### src/hcd_pkg.sv
// ----------------------------------------------------------------------------
// hcd_pkg
// Shared types and constants of the HTTP chunked transfer decoder.
// ----------------------------------------------------------------------------
package hcd_pkg;

  // Width of the chunk length counter.
  localparam int LEN_BITS = 32;

  localparam logic [7:0] CH_CR     = 8'h0D;
  localparam logic [7:0] CH_LF     = 8'h0A;
  localparam logic [7:0] CH_ZERO   = 8'h30;
  localparam logic [7:0] CH_NINE   = 8'h39;
  localparam logic [7:0] CH_LOW_A  = 8'h61;
  localparam logic [7:0] CH_LOW_F  = 8'h66;
  localparam logic [7:0] CH_UP_A   = 8'h41;
  localparam logic [7:0] CH_UP_F   = 8'h46;

  // Status codes reported with every result item.
  localparam logic [2:0] ST_RUNNING  = 3'd0;
  localparam logic [2:0] ST_DONE     = 3'd1;
  localparam logic [2:0] ST_BAD_BYTE = 3'd2;
  localparam logic [2:0] ST_EARLY_END = 3'd3;
  localparam logic [2:0] ST_OVERFLOW = 3'd4;

  typedef enum logic [10:0] {
    PH_START    = 11'b000_0000_0001,
    PH_LEAD_LF  = 11'b000_0000_0010,
    PH_DIGITS   = 11'b000_0000_0100,
    PH_HDR_LF   = 11'b000_0000_1000,
    PH_PAYLOAD  = 11'b000_0001_0000,
    PH_TRL_CR   = 11'b000_0010_0000,
    PH_TRL_LF   = 11'b000_0100_0000,
    PH_DONE     = 11'b000_1000_0000,
    PH_ERR_BYTE = 11'b001_0000_0000,
    PH_ERR_END  = 11'b010_0000_0000,
    PH_ERR_OVF  = 11'b100_0000_0000
  } phase_t;

  typedef struct packed {
    phase_t              phase;
    logic [LEN_BITS-1:0] remaining;
    logic                final_chunk;
  } dec_state_t;

  typedef struct packed {
    logic [7:0] out_byte;
    logic       out_valid;
    logic [2:0] status;
  } dec_result_t;

endpackage

### src/hcd_ifs.sv
// ----------------------------------------------------------------------------
// hcd_ifs
// Valid/ready channels of the chunked decoder: byte input and result output.
// ----------------------------------------------------------------------------
interface hcd_in_if;
  logic       valid;
  logic       ready;
  logic [7:0] data_byte;
  logic       end_of_input;

  modport source (output valid, output data_byte, output end_of_input, input ready);
  modport sink   (input valid, input data_byte, input end_of_input, output ready);
endinterface

interface hcd_out_if;
  logic       valid;
  logic       ready;
  logic [7:0] out_byte;
  logic       out_valid;
  logic [2:0] status;

  modport source (output valid, output out_byte, output out_valid, output status,
                  input ready);
  modport sink   (input valid, input out_byte, input out_valid, input status,
                  output ready);
endinterface

### src/hcd_step.sv
// ----------------------------------------------------------------------------
// hcd_step
// Next-state and result logic of the decoder for one stream byte.
// ----------------------------------------------------------------------------
module hcd_step
  import hcd_pkg::*;
(
  input  dec_state_t  cur,
  input  logic [7:0]  data_byte,
  input  logic        end_of_input,
  output dec_state_t  nxt,
  output dec_result_t res
);

  logic                is_hex;
  logic [3:0]          digit;
  logic                len_full;
  logic [LEN_BITS-1:0] len_shifted;
  logic [LEN_BITS-1:0] len_dec;
  logic                running;
  logic                err;
  phase_t              err_phase;

  // Hex digit decode in either letter case.
  always_comb begin
    is_hex = 1'b1;
    digit  = 4'd0;
    if (data_byte >= CH_ZERO && data_byte <= CH_NINE) begin
      digit = 4'(data_byte - CH_ZERO);
    end else if (data_byte >= CH_LOW_A && data_byte <= CH_LOW_F) begin
      digit = 4'(data_byte - CH_LOW_A + 8'd10);
    end else if (data_byte >= CH_UP_A && data_byte <= CH_UP_F) begin
      digit = 4'(data_byte - CH_UP_A + 8'd10);
    end else begin
      is_hex = 1'b0;
    end
  end

  // Another digit would push set bits out of the top nibble.
  assign len_full    = (cur.remaining[LEN_BITS-1 -: 4] != 4'd0);
  assign len_shifted = {cur.remaining[LEN_BITS-5:0], digit};
  assign len_dec     = cur.remaining - LEN_BITS'(1);

  assign running = (cur.phase != PH_DONE) && (cur.phase != PH_ERR_BYTE) &&
                   (cur.phase != PH_ERR_END) && (cur.phase != PH_ERR_OVF);

  always_comb begin
    nxt           = cur;
    res.out_byte  = 8'd0;
    res.out_valid = 1'b0;
    err           = 1'b1;
    err_phase     = PH_ERR_BYTE;

    if (!running) begin
      err = 1'b0;
    end else if (end_of_input) begin
      err       = 1'b0;
      nxt.phase = PH_ERR_END;
    end else begin
      case (cur.phase)
        PH_START, PH_LEAD_LF, PH_DIGITS: begin
          if (is_hex) begin
            if (len_full) begin
              err_phase = PH_ERR_OVF;
            end else begin
              err           = 1'b0;
              nxt.remaining = len_shifted;
              nxt.phase     = PH_DIGITS;
            end
          end else if (cur.phase == PH_START && data_byte == CH_CR) begin
            err       = 1'b0;
            nxt.phase = PH_LEAD_LF;
          end else if (cur.phase == PH_LEAD_LF && data_byte == CH_LF) begin
            err       = 1'b0;
            nxt.phase = PH_DIGITS;
          end else if (cur.phase == PH_DIGITS && data_byte == CH_CR) begin
            err       = 1'b0;
            nxt.phase = PH_HDR_LF;
          end
        end
        PH_HDR_LF: begin
          if (data_byte == CH_LF) begin
            err = 1'b0;
            if (cur.remaining == '0) begin
              nxt.final_chunk = 1'b1;
              nxt.phase       = PH_TRL_CR;
            end else begin
              nxt.phase = PH_PAYLOAD;
            end
          end
        end
        PH_PAYLOAD: begin
          err           = 1'b0;
          res.out_byte  = data_byte;
          res.out_valid = 1'b1;
          nxt.remaining = len_dec;
          if (len_dec == '0) begin
            nxt.phase = PH_TRL_CR;
          end
        end
        PH_TRL_CR: begin
          if (data_byte == CH_CR) begin
            err       = 1'b0;
            nxt.phase = PH_TRL_LF;
          end
        end
        PH_TRL_LF: begin
          if (data_byte == CH_LF) begin
            err = 1'b0;
            if (cur.final_chunk) begin
              nxt.phase = PH_DONE;
            end else begin
              nxt.remaining = '0;
              nxt.phase     = PH_DIGITS;
            end
          end
        end
        default: begin
          err = 1'b0;
        end
      endcase

      if (err) begin
        nxt.phase     = err_phase;
        nxt.remaining = cur.remaining;
        res.out_byte  = data_byte;
        res.out_valid = 1'b0;
      end
    end

    // Status reflects the phase after this byte.
    case (nxt.phase)
      PH_DONE:     res.status = ST_DONE;
      PH_ERR_BYTE: res.status = ST_BAD_BYTE;
      PH_ERR_END:  res.status = ST_EARLY_END;
      PH_ERR_OVF:  res.status = ST_OVERFLOW;
      default:     res.status = ST_RUNNING;
    endcase
  end

endmodule

### src/http_chunked_decoder_unit.sv
// ----------------------------------------------------------------------------
// http_chunked_decoder_unit
// HTTP chunked transfer decoder: one result item for every input byte item.
// ----------------------------------------------------------------------------
// The unit takes one item per clock cycle while in_ch.ready is high and
// returns exactly one result item for each, in order: an input register
// holds the byte, the decode logic updates the parser state, and a result
// register presents out_byte, out_valid and status. Only items with
// out_valid set carry payload bytes; the others report header and trailer
// progress or the sticky error. A stalled output does not block the input
// at once: the input register can still take one more item while the
// result waits, after which in_ch.ready drops until the result is taken.
// The length counter is LEN_BITS wide; a hex length that does not fit
// reports an overflow status.
module http_chunked_decoder_unit
  import hcd_pkg::*;
(
  input  logic             clk,
  input  logic             rst_n,
  hcd_in_if.sink           in_ch,
  hcd_out_if.source        out_ch
);

  // Input register stage.
  logic        s1_valid_r;
  logic [7:0]  s1_byte_r;
  logic        s1_eoi_r;

  // Parser state, updated when the staged item moves to the result register.
  dec_state_t  st_r;
  dec_state_t  st_nxt;

  // Result register.
  logic        res_valid_r;
  dec_result_t res_r;
  dec_result_t res_nxt;

  logic        res_free;
  logic        s1_move;
  logic        in_take;

  // The result register can load when it is empty or being drained.
  assign res_free = !res_valid_r || out_ch.ready;
  assign s1_move  = s1_valid_r && res_free;
  assign in_ch.ready = !s1_valid_r || res_free;
  assign in_take  = in_ch.valid && in_ch.ready;

  hcd_step u_step (
    .cur          (st_r),
    .data_byte    (s1_byte_r),
    .end_of_input (s1_eoi_r),
    .nxt          (st_nxt),
    .res          (res_nxt)
  );

  always_ff @(posedge clk) begin
    if (!rst_n) begin
      s1_valid_r        <= 1'b0;
      res_valid_r       <= 1'b0;
      st_r.phase        <= PH_START;
      st_r.remaining    <= '0;
      st_r.final_chunk  <= 1'b0;
    end else begin
      if (in_take) begin
        s1_valid_r <= 1'b1;
      end else if (s1_move) begin
        s1_valid_r <= 1'b0;
      end

      if (s1_move) begin
        res_valid_r <= 1'b1;
        st_r        <= st_nxt;
      end else if (out_ch.ready) begin
        res_valid_r <= 1'b0;
      end
    end
  end

  // Payload registers carry no reset.
  always_ff @(posedge clk) begin
    if (in_take) begin
      s1_byte_r <= in_ch.data_byte;
      s1_eoi_r  <= in_ch.end_of_input;
    end
    if (s1_move) begin
      res_r <= res_nxt;
    end
  end

  assign out_ch.valid     = res_valid_r;
  assign out_ch.out_byte  = res_r.out_byte;
  assign out_ch.out_valid = res_r.out_valid;
  assign out_ch.status    = res_r.status;

endmodule

### src/flat_wrapper.sv
// flat-port wrapper written by rule: the top's interface ports become plain ports
module http_chunked_decoder_unit_flat import hcd_pkg::*;
  (clk, rst_n, in_ch_valid, in_ch_data_byte, in_ch_end_of_input, in_ch_ready, out_ch_valid, out_ch_out_byte, out_ch_out_valid, out_ch_status, out_ch_ready);
  hcd_in_if in_ch_i ();
  hcd_out_if out_ch_i ();
  input  logic clk;
  input  logic rst_n;
  input wire logic [$bits(in_ch_i.valid)-1:0] in_ch_valid;
  input wire logic [$bits(in_ch_i.data_byte)-1:0] in_ch_data_byte;
  input wire logic [$bits(in_ch_i.end_of_input)-1:0] in_ch_end_of_input;
  output wire logic [$bits(in_ch_i.ready)-1:0] in_ch_ready;
  output wire logic [$bits(out_ch_i.valid)-1:0] out_ch_valid;
  output wire logic [$bits(out_ch_i.out_byte)-1:0] out_ch_out_byte;
  output wire logic [$bits(out_ch_i.out_valid)-1:0] out_ch_out_valid;
  output wire logic [$bits(out_ch_i.status)-1:0] out_ch_status;
  input wire logic [$bits(out_ch_i.ready)-1:0] out_ch_ready;
  assign in_ch_i.valid = in_ch_valid;
  assign in_ch_i.data_byte = in_ch_data_byte;
  assign in_ch_i.end_of_input = in_ch_end_of_input;
  assign in_ch_ready = in_ch_i.ready;
  assign out_ch_valid = out_ch_i.valid;
  assign out_ch_out_byte = out_ch_i.out_byte;
  assign out_ch_out_valid = out_ch_i.out_valid;
  assign out_ch_status = out_ch_i.status;
  assign out_ch_i.ready = out_ch_ready;
  http_chunked_decoder_unit u_core (.clk(clk), .rst_n(rst_n), .in_ch(in_ch_i), .out_ch(out_ch_i));
endmodule
### config.mk
export PLATFORM = sky130hd
export DESIGN_NAME = http_chunked_decoder_unit_flat
export DESIGN_NICKNAME = d
export VERILOG_FILES = /design/src/hcd_pkg.sv /design/src/hcd_ifs.sv /design/src/hcd_step.sv /design/src/http_chunked_decoder_unit.sv /design/src/flat_wrapper.sv
export SDC_FILE = /design/constraint.sdc
export NUM_CORES = 1
export LEC_CHECK = 0
export BUFFER_PORTS_ARGS = -buffer_cell sky130_fd_sc_hd__buf_2
export CORE_MARGIN = 2
export CORE_UTILIZATION = 35
export DETAILED_ROUTE_END_ITERATION = 10
export SYNTH_ARGS = -nofsm -noshare
export SYNTH_HDL_FRONTEND = slang
export SYNTH_SLANG_ARGS = --single-unit
### constraint.sdc
create_clock -name clk -period 2.75 [get_ports clk]
set_input_delay 0.55 -clock clk [delete_from_list [all_inputs] [get_ports clk]]
set_output_delay 0.55 -clock clk [all_outputs]
set_load 0.1 [all_outputs]
==> run_results.csv <==
group,metric,value,unit
run_status,status,"finished with violations",
run_status,violations,"negative setup slack",
hold_path,whs_path_depth,1,
clock_network,htree_levels,3,
clock_network,cts_buffers,9,
detailed_routing,drtIter0Drc,502,
floorplanning,dieArea,14500,sq um
setup_path,critical_path_arrival,3.14,ns
pwr,power.total,2757,uW
timing,finalHoldViolCount,0,
timing,slew_viol_final,0,
detailed_routing,route.detailed.drc,0,
place,place_area,6010,sq um
yosys,async_flop_share,0,
detailed_routing,first_pass_iters,7,
timing,fin_crit,2.983,ns
yosys,synth_cell_types,77,
setup_path,end_kind,"register",
job,cap_viol_max_count,0,
yosys,syn-instance-count,616,
yosys,synth_top_area_frac,0.1941,
pwr,peakVddDrop,0.0002442,V
place,gp_congestion,0.9273,
clock_network,ctsRootBufferMaster,"clkbuf_16",
pwr,leakagePower,0.002940,uW
timing,fmaxAchievable,335.2,MHz
grt,grt_pass1_wl,25.30,mm
timing,setup_viol,35,
detailed_routing,ant_nets,0,
finish,fin_nets,798,
floorplanning,initial_core_util,0.3583,
timing,fin_crit_sh,1.085,
setup_path,criticalPathCategory,"reg -> reg",
yosys,yosysSeqAreaShare,0.3270,
grt,first_global_vias,4996,
grt,gr-total-overflow,0,
hold_path,min_path_type,"in -> reg",
clock_network,cts.clk_slew.worst_paths,0.06,ns
grt,grt_antenna_before_repair,0,
setup_path,crit_fanout,4,
place,portBuffers,26,
clock_network,cts.sinks,67,
finish,drive_gt1_frac,0.4330,
setup_path,required,2.91,ns
finish,fin_cells,959,
place,dp_cells,908,
detailed_routing,drt-total-wl,17.27,mm
place,dp_hpwl,11.24,mm
clock_network,clockBufferDepth,2,
setup_path,r2r_cells,12,
pwr,power_density,377.7,nW/um^2
yosys,netlist_area,4745,sq um
detailed_routing,viasPerCell,5.746,
yosys,synth_nets,636,
yosys,synth_top_cell_by_area,"dfxtp_1",
clock_network,hold_buffers,0,
grt,grt_use_total,0.2185,
yosys,synth_area_leaders,"dfxtp_1, edfxtp_1, nor2_1, a21oi_1, nand2_1",
yosys,ys_warn_count,0,
floorplanning,die_h,120.4,microns
timing,worst_slack,-0.2330,ns
timing,rsz0062_at_grt,"yes",
yosys,synth-seq-cells,67,
yosys,synth_top_flop_cell,"dfxtp_1",
grt,grt_max_degree,32,
setup_path,worstSetupStartpointType,"register",
floorplanning,design.core.area,13240,sq um
yosys,syn_avg_cell_area,7.702,sq um
timing,max_slew_margin,0.3924,
detailed_routing,num_vias,5510,
floorplanning,ioPinCount,27,
timing,whs,0.3808,ns
floorplanning,die_x,120.4,microns
finish,syn2layout_area_growth,53.85,%
yosys,synth-edff-count,21,
clock_network,clock_latency,0.34,ns
timing,max_slew.worst_pin.slew,0.9093,ns
detailed_routing,wl_per_cell,18.01,microns
finish,final_area,7300,sq um
timing,skew,0.008066,ns
finish,antenna_cells,0,
floorplanning,row_count,42,
clock_network,cts_tree,"yes",
==> report_power, final <==
group | leakage, uW | internal [uW] | total (uW) | switching, uW
registers | 0.000578 | 1050 | 1060 | 14.3
logic | 0.00223 | 205 | 499 | 295
clock network | 0.000134 | 706 | 1200 | 489
==> state kept, by name, indices dropped and copies added, names as in the netlist <==
register / cells
u_core.out_ch.valid: 1
u_core.st_r: 44
u_core.out_ch.out_byte: 8
u_core.s1_eoi_r: 1
u_core.out_ch.out_valid: 1
u_core.s1_byte_r: 8
u_core.s1_valid_r: 1
u_core.out_ch.status: 3
==> cell usage after synthesis (all sizes together) (4+ instances only) <==
library cell,number
a211oi,5
a21o,4
a21oi,45
a22oi,6
a31oi,7
and2,10
and3,6
buf,16
clkbuf,33
dfxtp,46
edfxtp,21
ha,7
inv,10
nand2,59
nand2b,7
nand3,20
nand4,11
nor2,93
nor3,46
nor3b,6
nor4,17
o211ai,6
o21a,5
o21ai,39
o31ai,4
or3,7
xnor2,12
xor2,11
==> layer usage <==
metal,routed length [microns],part of all wire,track usage,up-vias
met5,0,0,0,-
met4,630,0.036,0.08866,0
met3,1292,0.075,0.02594,56
met2,7967,0.46,0.3358,267
met1,7382,0.43,0.3109,2619
li1,-,-,-,2568
==> critical path, stage by stage (launching register included) <==
cell and delay (ns):
dfxtp_2 0.32, inv_2 0.07, ha_4 0.13, nor3b_4 0.29, buf_4 0.17, and4b_1 0.24
xor2_1 0.08, a211o_1 0.31, a2111oi_4 0.28, a41oi_2 0.20, o211ai_2 0.21, nand4_1 0.19
nor4_2 0.29
==> repair_timing <==
action	CTS	global route
gates resized for setup	28	122
pin swaps	13	51
setup buffers	7	22
gates cloned	0	7
setup endpoints to repair	47	50
==> kinds of logic (layout without fill, tap and decap cells) <==
kind of cell               after synthesis  in the layout  share of synthesized area
AOI/OAI and AO/OA                      153            153                     0.2152
xor gates and xnor gates                23             23                    0.04246
adders and majority gates                7              7                    0.01846
buffers and inverters                   60            227                    0.05248
DFF                                     67             67                     0.3270
muxes                                    2              2                   0.004483
and+or+nand+nor                        304            304                     0.3399
==> stage by stage <==
stage                     setup WS [ns]  utilization  TNS (ns)
final                           -0.2330       0.5512    -2.521
after global routing            -0.3629       0.5512    -9.329
after CTS                       -0.1895       0.4889   -0.3131
after detailed placement        -0.2508       0.4538    -3.045
after global placement          -0.2006       0.4538    -2.230
after floorplan                -0.03777            -  -0.05931
==> layout by cell type (no fill, tap or decap), types with 7 or more instances in the layout <==
| cell | n |
|---|---|
| nor4_1 | 9 |
| nand2_2 | 7 |
| o21ai_0 | 20 |
| nor3_1 | 31 |
| buf_2 | 26 |
| nor2_1 | 83 |
| and2_1 | 9 |
| nand3_1 | 19 |
| xor2_1 | 11 |
| xnor2_1 | 12 |
| a21oi_2 | 15 |
| buf_6 | 9 |
| clkbuf_16 | 14 |
| nor3_2 | 12 |
| nand4_1 | 9 |
| o21ai_2 | 10 |
| dfxtp_1 | 44 |
| a21oi_1 | 30 |
| nand2_1 | 50 |
| edfxtp_1 | 21 |
| buf_4 | 154 |
==> layout make-up <==
type	instances	area [sq um]
Inverter	11	41.29
Tap cell	176	220.2
Fill cell	1187	5943
Clock inverter	7	77.57
Timing Repair Buffer	200	1623
Multi-Input combinational cell	489	3558
Clock buffer	9	225.2
Sequential cell	67	1554
==> path summary, 6_finish.rpt <==
kind                                   from                                 to  slack, ns
max reg2reg     u_core.st_r[1]$_SDFFE_PN0P_  u_core.out_ch.status[0]$_DFFE_PP_      -0.23
max             u_core.st_r[1]$_SDFFE_PN0P_  u_core.out_ch.status[0]$_DFFE_PP_      -0.23
min                      in_ch_data_byte[2]      u_core.s1_byte_r[2]$_DFFE_PP_       0.38
min reg2reg  u_core.s1_valid_r$_SDFFE_PN0P_   u_core.out_ch.valid$_SDFFE_PN0P_       0.51
No activity file was read; power rests on OpenSTA's default activity.
